File: src/rtl/core/blockwise_bilinear_height_smoother_assert.svh
// Assertion macros shared by the height smoother modules.
// Each macro expects signals named clk and rst in the module that uses it.
`ifndef BLOCKWISE_BILINEAR_HEIGHT_SMOOTHER_ASSERT_SVH
`define BLOCKWISE_BILINEAR_HEIGHT_SMOOTHER_ASSERT_SVH

// The consequent must hold in the same cycle as the antecedent.
`define BBHS_ASSERT_IMP(lbl, ante, cons) \
  lbl: assert property (@(posedge clk) disable iff (rst) (ante) |-> (cons)) \
    else $error("bbhs: same-cycle check failed");

// The consequent must hold in the cycle after the antecedent.
`define BBHS_ASSERT_NXT(lbl, ante, cons) \
  lbl: assert property (@(posedge clk) disable iff (rst) (ante) |=> (cons)) \
    else $error("bbhs: next-cycle check failed");

`endif

File: src/rtl/core/bbhs_pkg.sv
package bbhs_pkg;

  // Grid geometry.
  localparam int GRID_SIZE       = 16;
  localparam int BLOCK_SIZE      = 8;
  localparam int HEIGHT_BITS     = 10;
  localparam int POS_W           = 4;
  localparam int LIMIT_W         = POS_W + 1;
  localparam int BLOCKS_PER_SIDE = GRID_SIZE / BLOCK_SIZE;
  localparam int CORNER_COUNT    = BLOCKS_PER_SIDE * BLOCKS_PER_SIDE * 4;
  localparam int LIMIT           = BLOCKS_PER_SIDE * BLOCK_SIZE;
  localparam int SPAN            = BLOCK_SIZE - 1;
  localparam int OFF_W           = $clog2(BLOCK_SIZE);
  localparam int BLK_IDX_W       = $clog2(BLOCKS_PER_SIDE * BLOCKS_PER_SIDE);
  localparam int CORNER_AW       = BLK_IDX_W + 2;
  localparam int HEIGHT_MAX      = (1 << HEIGHT_BITS) - 1;

  // Rounded division by SPAN*SPAN through a reciprocal multiply.
  localparam int DEN       = SPAN * SPAN;
  localparam int HALF      = DEN / 2;
  localparam int SUM_W     = $clog2(DEN * HEIGHT_MAX + HALF + 1);
  localparam int DIV_SHIFT = SUM_W + $clog2(DEN);
  localparam int RECIP     = ((1 << DIV_SHIFT) + DEN - 1) / DEN;
  localparam int RECIP_W   = $clog2(RECIP + 1);

  // Shared multiply-accumulate operand widths.
  localparam int MA_W  = RECIP_W;
  localparam int MB_W  = SUM_W;
  localparam int ACC_W = MA_W + MB_W;
  localparam int QUO_W = ACC_W - DIV_SHIFT;

  // Action codes.
  localparam logic ACT_LOAD  = 1'b0;
  localparam logic ACT_QUERY = 1'b1;

  typedef struct packed {
    logic                   action;
    logic [POS_W-1:0]       pos_x;
    logic [POS_W-1:0]       pos_z;
    logic [HEIGHT_BITS-1:0] height_in;
  } req_t;

  typedef struct packed {
    logic [HEIGHT_BITS-1:0] height_out;
    logic                   is_corner;
  } rsp_t;

  typedef enum logic [3:0] {
    ST_IDLE,
    ST_RD00,
    ST_RD10,
    ST_RD01,
    ST_RD11,
    ST_HI1,
    ST_SUM0,
    ST_SUM1,
    ST_DIV,
    ST_DONE
  } state_t;

  typedef enum logic [2:0] {
    CNR_00,
    CNR_10,
    CNR_01,
    CNR_11,
    CNR_OWN
  } cnr_sel_t;

  typedef enum logic [2:0] {
    A_SPAN_DX,
    A_DX,
    A_SPAN_DZ,
    A_DZ,
    A_RECIP
  } a_sel_t;

  typedef enum logic [1:0] {
    B_RDATA,
    B_ACC,
    B_LO
  } b_sel_t;

  typedef enum logic [1:0] {
    INIT_KEEP,
    INIT_ZERO,
    INIT_HALF
  } init_sel_t;

  typedef struct packed {
    logic      ready;
    logic      mac_en;
    init_sel_t init_sel;
    a_sel_t    a_sel;
    b_sel_t    b_sel;
    cnr_sel_t  cnr_sel;
    logic      lo_load;
    logic      res_load;
  } ctrl_t;

  typedef struct packed {
    logic query_go;
    logic go_inside;
    logic corner;
    logic slot_free;
  } seq_stat_t;

endpackage

File: src/rtl/core/bbhs_ram.sv
module bbhs_ram #(
  parameter int WIDTH = 8,
  parameter int DEPTH = 16
) (
  input  logic                     clk,
  input  logic                     we,
  input  logic [$clog2(DEPTH)-1:0] waddr,
  input  logic [WIDTH-1:0]         wdata,
  input  logic [$clog2(DEPTH)-1:0] raddr,
  output logic [WIDTH-1:0]         rdata
);

  logic [WIDTH-1:0] mem [DEPTH];

  // One write port and one registered read port.
  always_ff @(posedge clk) begin
    if (we) begin
      mem[waddr] <= wdata;
    end
    rdata <= mem[raddr];
  end

endmodule

File: src/rtl/core/bbhs_mac.sv
module bbhs_mac import bbhs_pkg::*; (
  input  logic             clk,
  input  logic             en,
  input  init_sel_t        init_sel,
  input  logic [MA_W-1:0]  a,
  input  logic [MB_W-1:0]  b,
  output logic [ACC_W-1:0] acc
);

  logic [ACC_W-1:0] base;
  logic [ACC_W-1:0] prod;

  // Starting value of the sum: keep running, restart at zero or at the rounding bias.
  always_comb begin
    unique case (init_sel)
      INIT_KEEP: base = acc;
      INIT_ZERO: base = '0;
      INIT_HALF: base = ACC_W'(HALF);
      default:   base = acc;
    endcase
  end

  assign prod = a * b;

  // The one multiplier of the block, followed by the accumulator register.
  always_ff @(posedge clk) begin
    if (en) begin
      acc <= base + prod;
    end
  end

endmodule

File: src/rtl/core/bbhs_seq.sv
`include "blockwise_bilinear_height_smoother_assert.svh"

module bbhs_seq import bbhs_pkg::*; (
  input  logic      clk,
  input  logic      rst,
  input  seq_stat_t stat,
  output ctrl_t     ctrl
);

  state_t state;
  state_t state_next;

  always_ff @(posedge clk) begin
    if (rst) begin
      state <= ST_IDLE;
    end else begin
      state <= state_next;
    end
  end

  // Next state: four corner reads, three more accumulate steps, one divide step.
  always_comb begin
    state_next = state;
    unique case (state)
      ST_IDLE: begin
        if (stat.query_go) begin
          state_next = stat.go_inside ? ST_RD00 : ST_DONE;
        end
      end
      ST_RD00: state_next = stat.corner ? ST_DONE : ST_RD10;
      ST_RD10: state_next = ST_RD01;
      ST_RD01: state_next = ST_RD11;
      ST_RD11: state_next = ST_HI1;
      ST_HI1:  state_next = ST_SUM0;
      ST_SUM0: state_next = ST_SUM1;
      ST_SUM1: state_next = ST_DIV;
      ST_DIV:  state_next = ST_DONE;
      ST_DONE: begin
        if (stat.slot_free) begin
          state_next = ST_IDLE;
        end
      end
      default: state_next = ST_IDLE;
    endcase
  end

  // Control outputs. Read data in each state belongs to the address of the state before.
  always_comb begin
    ctrl          = '0;
    ctrl.init_sel = INIT_KEEP;
    ctrl.a_sel    = A_DX;
    ctrl.b_sel    = B_RDATA;
    ctrl.cnr_sel  = CNR_OWN;
    unique case (state)
      ST_IDLE: begin
        ctrl.ready = 1'b1;
      end
      ST_RD00: begin
        ctrl.cnr_sel = stat.corner ? CNR_OWN : CNR_00;
      end
      ST_RD10: begin
        ctrl.cnr_sel  = CNR_10;
        ctrl.mac_en   = 1'b1;
        ctrl.init_sel = INIT_ZERO;
        ctrl.a_sel    = A_SPAN_DX;
      end
      ST_RD01: begin
        ctrl.cnr_sel = CNR_01;
        ctrl.mac_en  = 1'b1;
      end
      ST_RD11: begin
        ctrl.cnr_sel  = CNR_11;
        ctrl.mac_en   = 1'b1;
        ctrl.init_sel = INIT_ZERO;
        ctrl.a_sel    = A_SPAN_DX;
        ctrl.lo_load  = 1'b1;
      end
      ST_HI1: begin
        ctrl.mac_en = 1'b1;
      end
      ST_SUM0: begin
        ctrl.mac_en   = 1'b1;
        ctrl.init_sel = INIT_HALF;
        ctrl.a_sel    = A_DZ;
        ctrl.b_sel    = B_ACC;
      end
      ST_SUM1: begin
        ctrl.mac_en = 1'b1;
        ctrl.a_sel  = A_SPAN_DZ;
        ctrl.b_sel  = B_LO;
      end
      ST_DIV: begin
        ctrl.mac_en   = 1'b1;
        ctrl.init_sel = INIT_ZERO;
        ctrl.a_sel    = A_RECIP;
        ctrl.b_sel    = B_ACC;
      end
      ST_DONE: begin
        ctrl.res_load = stat.slot_free;
      end
      default: begin
        ctrl.ready = 1'b0;
      end
    endcase
  end

  // A finished result waits here until the output register can take it.
  `BBHS_ASSERT_NXT(a_done_holds, state == ST_DONE && !stat.slot_free, state == ST_DONE)

endmodule

File: src/rtl/core/blockwise_bilinear_height_smoother.sv
// Loads: one transfer per cycle while the sequencer is idle, no result.
// Corner query: RD00, then DONE loads the output register. Interior query: four reads of
// the corner RAM feed the one multiply-accumulate unit (7 passes), then DONE likewise.
// Query outside the blocks: straight to DONE. No new item is taken until IDLE, and DONE
// waits while the output register is full. Reset clears the corner valid bits, so every
// corner reads as zero right after reset; no clearing pass is needed.
`include "blockwise_bilinear_height_smoother_assert.svh"

module blockwise_bilinear_height_smoother import bbhs_pkg::*; (
  input  logic clk,
  input  logic rst,
  input  logic req_valid,
  output logic req_ready,
  input  req_t req,
  output logic rsp_valid,
  input  logic rsp_ready,
  output rsp_t rsp
);

  logic                   req_fire;
  logic [OFF_W-1:0]       dx_d;
  logic [OFF_W-1:0]       dz_d;
  logic [BLK_IDX_W-1:0]   blk_d;
  logic                   inside_d;
  logic                   corner_d;
  logic                   wr_en;
  logic [CORNER_AW-1:0]   wr_addr;

  logic [OFF_W-1:0]       dx_q;
  logic [OFF_W-1:0]       dz_q;
  logic [BLK_IDX_W-1:0]   blk_q;
  logic                   cx_q;
  logic                   cz_q;
  logic                   inside_q;
  logic                   corner_q;

  logic [CORNER_COUNT-1:0] valid_bits;
  logic [CORNER_AW-1:0]    rd_addr;
  logic [HEIGHT_BITS-1:0]  rdata;
  logic                    rd_valid;
  logic [HEIGHT_BITS-1:0]  q_val;

  logic [MA_W-1:0]        mac_a;
  logic [MB_W-1:0]        mac_b;
  logic [ACC_W-1:0]       acc;
  logic [MB_W-1:0]        lo_q;
  logic [QUO_W-1:0]       quotient;
  logic [HEIGHT_BITS-1:0] result;

  ctrl_t     ctrl;
  seq_stat_t stat;
  logic      slot_free;

  assign req_ready = ctrl.ready;
  assign req_fire  = req_valid && req_ready;
  assign slot_free = !rsp_valid || rsp_ready;

  // Position decode: block index, offsets inside the block and the corner test.
  assign dx_d     = req.pos_x[OFF_W-1:0];
  assign dz_d     = req.pos_z[OFF_W-1:0];
  assign blk_d    = BLK_IDX_W'((int'(req.pos_x) / BLOCK_SIZE) * BLOCKS_PER_SIDE
                             + int'(req.pos_z) / BLOCK_SIZE);
  assign inside_d = ({1'b0, req.pos_x} < LIMIT_W'(LIMIT))
                 && ({1'b0, req.pos_z} < LIMIT_W'(LIMIT));
  assign corner_d = ((dx_d == '0) || (dx_d == OFF_W'(SPAN)))
                 && ((dz_d == '0) || (dz_d == OFF_W'(SPAN)));

  // Only a load onto a block corner is kept.
  assign wr_en   = req_fire && (req.action == ACT_LOAD) && inside_d && corner_d;
  assign wr_addr = {blk_d, dx_d != '0, dz_d != '0};

  // Hold the decoded query for the whole sequence.
  always_ff @(posedge clk) begin
    if (req_fire) begin
      dx_q     <= dx_d;
      dz_q     <= dz_d;
      blk_q    <= blk_d;
      cx_q     <= dx_d != '0;
      cz_q     <= dz_d != '0;
      inside_q <= inside_d;
      corner_q <= inside_d && corner_d;
    end
  end

  // Corner valid bits: a corner never written reads as zero.
  always_ff @(posedge clk) begin
    if (rst) begin
      valid_bits <= '0;
    end else if (wr_en) begin
      valid_bits[wr_addr] <= 1'b1;
    end
  end

  // Corner read address for the current step.
  always_comb begin
    unique case (ctrl.cnr_sel)
      CNR_00:  rd_addr = {blk_q, 1'b0, 1'b0};
      CNR_10:  rd_addr = {blk_q, 1'b1, 1'b0};
      CNR_01:  rd_addr = {blk_q, 1'b0, 1'b1};
      CNR_11:  rd_addr = {blk_q, 1'b1, 1'b1};
      CNR_OWN: rd_addr = {blk_q, cx_q, cz_q};
      default: rd_addr = {blk_q, cx_q, cz_q};
    endcase
  end

  bbhs_ram #(
    .WIDTH (HEIGHT_BITS),
    .DEPTH (CORNER_COUNT)
  ) u_corner_ram (
    .clk   (clk),
    .we    (wr_en),
    .waddr (wr_addr),
    .wdata (req.height_in),
    .raddr (rd_addr),
    .rdata (rdata)
  );

  // The valid bit is registered alongside the RAM read.
  always_ff @(posedge clk) begin
    rd_valid <= valid_bits[rd_addr];
  end

  assign q_val = rd_valid ? rdata : '0;

  // Operand selection for the shared multiply-accumulate.
  always_comb begin
    unique case (ctrl.a_sel)
      A_SPAN_DX: mac_a = MA_W'(OFF_W'(SPAN) - dx_q);
      A_DX:      mac_a = MA_W'(dx_q);
      A_SPAN_DZ: mac_a = MA_W'(OFF_W'(SPAN) - dz_q);
      A_DZ:      mac_a = MA_W'(dz_q);
      A_RECIP:   mac_a = MA_W'(RECIP);
      default:   mac_a = '0;
    endcase
  end

  always_comb begin
    unique case (ctrl.b_sel)
      B_RDATA: mac_b = MB_W'(q_val);
      B_ACC:   mac_b = acc[MB_W-1:0];
      B_LO:    mac_b = lo_q;
      default: mac_b = '0;
    endcase
  end

  bbhs_mac u_mac (
    .clk      (clk),
    .en       (ctrl.mac_en),
    .init_sel (ctrl.init_sel),
    .a        (mac_a),
    .b        (mac_b),
    .acc      (acc)
  );

  // The low-edge mix is parked while the high-edge mix is formed.
  always_ff @(posedge clk) begin
    if (ctrl.lo_load) begin
      lo_q <= acc[MB_W-1:0];
    end
  end

  assign stat.query_go  = req_fire && (req.action == ACT_QUERY);
  assign stat.go_inside = inside_d;
  assign stat.corner    = corner_q;
  assign stat.slot_free = slot_free;

  bbhs_seq u_seq (
    .clk  (clk),
    .rst  (rst),
    .stat (stat),
    .ctrl (ctrl)
  );

  // Result selection: stored corner, rounded mix, or zero off the blocks.
  assign quotient = acc[ACC_W-1:DIV_SHIFT];

  always_comb begin
    if (!inside_q) begin
      result = '0;
    end else if (corner_q) begin
      result = q_val;
    end else begin
      result = quotient[HEIGHT_BITS-1:0];
    end
  end

  // Output register.
  always_ff @(posedge clk) begin
    if (rst) begin
      rsp_valid <= 1'b0;
    end else if (ctrl.res_load) begin
      rsp_valid <= 1'b1;
    end else if (rsp_ready) begin
      rsp_valid <= 1'b0;
    end
  end

  always_ff @(posedge clk) begin
    if (ctrl.res_load) begin
      rsp.height_out <= result;
      rsp.is_corner  <= corner_q;
    end
  end

  `BBHS_ASSERT_NXT(a_load_marks_valid, wr_en, valid_bits[$past(wr_addr)])
  `BBHS_ASSERT_NXT(a_load_no_result, req_fire && req.action == ACT_LOAD, !$rose(rsp_valid))
  `BBHS_ASSERT_IMP(a_mix_in_range, ctrl.res_load && inside_q && !corner_q, quotient <= QUO_W'(HEIGHT_MAX))

endmodule

File: config.mk
export PLATFORM = sky130hd
export DESIGN_NAME = blockwise_bilinear_height_smoother
export DESIGN_NICKNAME = d
export VERILOG_FILES = /design/src/rtl/core/bbhs_pkg.sv /design/src/rtl/core/bbhs_ram.sv /design/src/rtl/core/bbhs_mac.sv /design/src/rtl/core/bbhs_seq.sv /design/src/rtl/core/blockwise_bilinear_height_smoother.sv
export VERILOG_INCLUDE_DIRS = /design/src /design/src/rtl/core
export SDC_FILE = /design/constraint.sdc
export NUM_CORES = 1
export LEC_CHECK = 0
export BUFFER_PORTS_ARGS = -buffer_cell sky130_fd_sc_hd__buf_2
export CELL_PAD_IN_SITES_DETAIL_PLACEMENT = 2
export CELL_PAD_IN_SITES_GLOBAL_PLACEMENT = 2
export CORE_MARGIN = 2
export CORE_UTILIZATION = 35
export DETAILED_ROUTE_END_ITERATION = 7
export PLACE_DENSITY = 0.74
export REMOVE_ABC_BUFFERS = 1
export SLEW_MARGIN = 40
export SYNTH_ARGS = -nofsm -noshare
export SYNTH_HDL_FRONTEND = slang
export SYNTH_HIERARCHICAL = 1
export SYNTH_SLANG_ARGS = --single-unit
File: constraint.sdc
create_clock -name clk -period 18.4 [get_ports clk]
set_input_delay 1.84 -clock clk [delete_from_list [all_inputs] [get_ports clk]]
set_output_delay 1.84 -clock clk [all_outputs]
set_load 0.01 [all_outputs]
==> impl_metrics.json <==
{
  "viasPerCell": 4.99,
  "startpoint_type": "flop",
  "dp_hpwl_um": 44700,
  "fin_hold_ws_ns": 0.467,
  "vdd_drop_max_mv": 0.0945,
  "gp_congestion": 0.820,
  "cts.clk_slew.worst_paths_ns": 0.06,
  "hold_path_depth": 2,
  "cts_tree": "yes",
  "start_util": 0.353,
  "cts.sinks": 262,
  "power_mw": 3.16,
  "worstSetupPathType": "reg -> reg",
  "final_common_cell": "inv_1",
  "multi_input_area_um2": 11400,
  "hold_viol_final": 0,
  "r2r_cells": 26,
  "ctsResizeCount": 0,
  "die_x_um": 245,
  "grt_setup_unrepaired": "false",
  "grt_max_degree": 89,
  "place_ws_ns": 9.65,
  "critPathRequiredTime_ns": 18.72,
  "io-pin-count": 36,
  "period_share": 0.473,
  "die-area_um2": 60100,
  "root_buffer": "clkbuf_16",
  "drc": 0,
  "holdCritPathClass": "reg -> reg",
  "mappedNetlistArea_um2": 20400,
  "slowest_delay_ns": 0.63,
  "hold_buffers": 0,
  "seqCellArea_um2": 7550,
  "coreArea_um2": 57600,
  "synthCells": 1806,
  "drv_cap": 0,
  "ys_warn_count": 6,
  "rows": 88,
  "finalNetCount": 2232,
  "post_cts_buffers": 0,
  "tightest_slew_ns": 0.927,
  "cts_buffer_depth": 3,
  "finalSetupTns_ns": 0,
  "grt_remaining_overflow": 0,
  "dp.cells": 2602,
  "via_count": 13200,
  "skew_ns": 0.0224,
  "grt_pass1_vias": 15800,
  "instances_no_fill": 2654,
  "p_leak_nw": 9.53,
  "maxSlewViolCount": 0,
  "mostFrequentLayoutCells": "inv_1 (348), fa_1 (240), edfxtp_1 (230), nand2_1 (226), and2_1 (142)",
  "dieHeight_um": 245,
  "grt_usage": 0.206,
  "setup_ws_ns": 9.70,
  "critPathCaptureType": "flop",
  "syn-mean-instance-area_um2": 11.3,
  "setup_viol": 0,
  "ant_nets": 0,
  "port_buffers": 35,
  "grt_first_pass_wirelength_um": 93900,
  "initialDrtViolationCount": 610,
  "antenna_found_initial": 1,
  "slowest_stage": "dfxtp_1",
  "max_freq_mhz": 115,
  "layout_min_cycle_time_ns": 8.70,
  "power_density_nw_per_um2": 140,
  "n_antenna_cell": 0,
  "arrival_ns": 9.01,
  "status": "complete, no violations",
  "clk_latency_ns": 0.58,
  "first_pass_iters": 5,
  "wire_per_inst_um": 22.5,
  "wirelength_um": 59800,
  "crit_top_cell": "fa_1",
  "relSlewSlack": 0.382,
  "area_growth_pct": 11.1,
  "numCtsBuffers": 28,
  "htree_num_levels": 1,
  "nFillCells": 5984,
  "cp_max_fo": 88,
  "drive_above_1_share": 0.0963
}
[critical path, delay by kind of cell, from the launching register on]
| family | cells | cell delay [ns] |
|---|---|---|
| AOI/OAI and AO/OA | 8 | 1.88 |
| DFF | 1 | 0.63 |
| adders and majority gates | 7 | 3.27 |
| buffers and inverters | 6 | 1.25 |
| and+or+nand+nor | 4 | 1.20 |
| xor gates and xnor gates | 1 | 0.15 |
[layer usage]
metal	vias up	wire (um)	track usage
li1	5926	-	-
met1	6974	24900	0.254
met2	238	31100	0.378
met3	100	1690	0.0185
met4	0	2100	0.0678
met5	-	0	0
[path summary, 6_finish.rpt]
kind | start | endpoint | slack [ns]
max | u_seq/state[2] | u_mac/acc[30] | 9.70
min | valid_bits[10] | valid_bits[10] | 0.47
max reg2reg | u_seq/state[2] | u_mac/acc[30] | 9.70
min reg2reg | valid_bits[10] | valid_bits[10] | 0.47
[flip-flops by register name, summed over array words and instances (netlist names)]
register            flops
blk_q                   2
corner_q                1
cx_q                    1
cz_q                    1
dx_q                    3
dz_q                    3
lo_q                   16
rd_valid                1
rsp                    11
rsp_valid               1
u_corner_ram/mem      160
u_corner_ram/rdata     10
u_mac/acc              32
u_seq/state             4
valid_bits             16
[final cells by class]
cell class	count	share of cell area
tap	765	0.0423
timing repair buffer	63	0.0188
multi-input combinational	1164	0.503
clock buffer	32	0.0317
inverter	349	0.0579
sequential	262	0.334
clock inverter	19	0.0120
[per-stage QoR]
stage | utilization | instance area [um2]
final | 0.393 | 22600
after CTS | 0.392 | 22600
after detailed placement | 0.375 | 21600
after floorplan | - | 20200
after global placement | 0.373 | 21500
after global routing | 0.393 | 22600
[report_power, final]
part / switching, mW / internal (mW) / total, mW / leakage (nW)
Combinational: 1.09 / 0.623 / 1.71 / 6.71
Clock: 0.247 / 0.365 / 0.611 / 0.475
Sequential: 0.0622 / 0.776 / 0.838 / 2.34
Power figures use the tool's default switching activity.
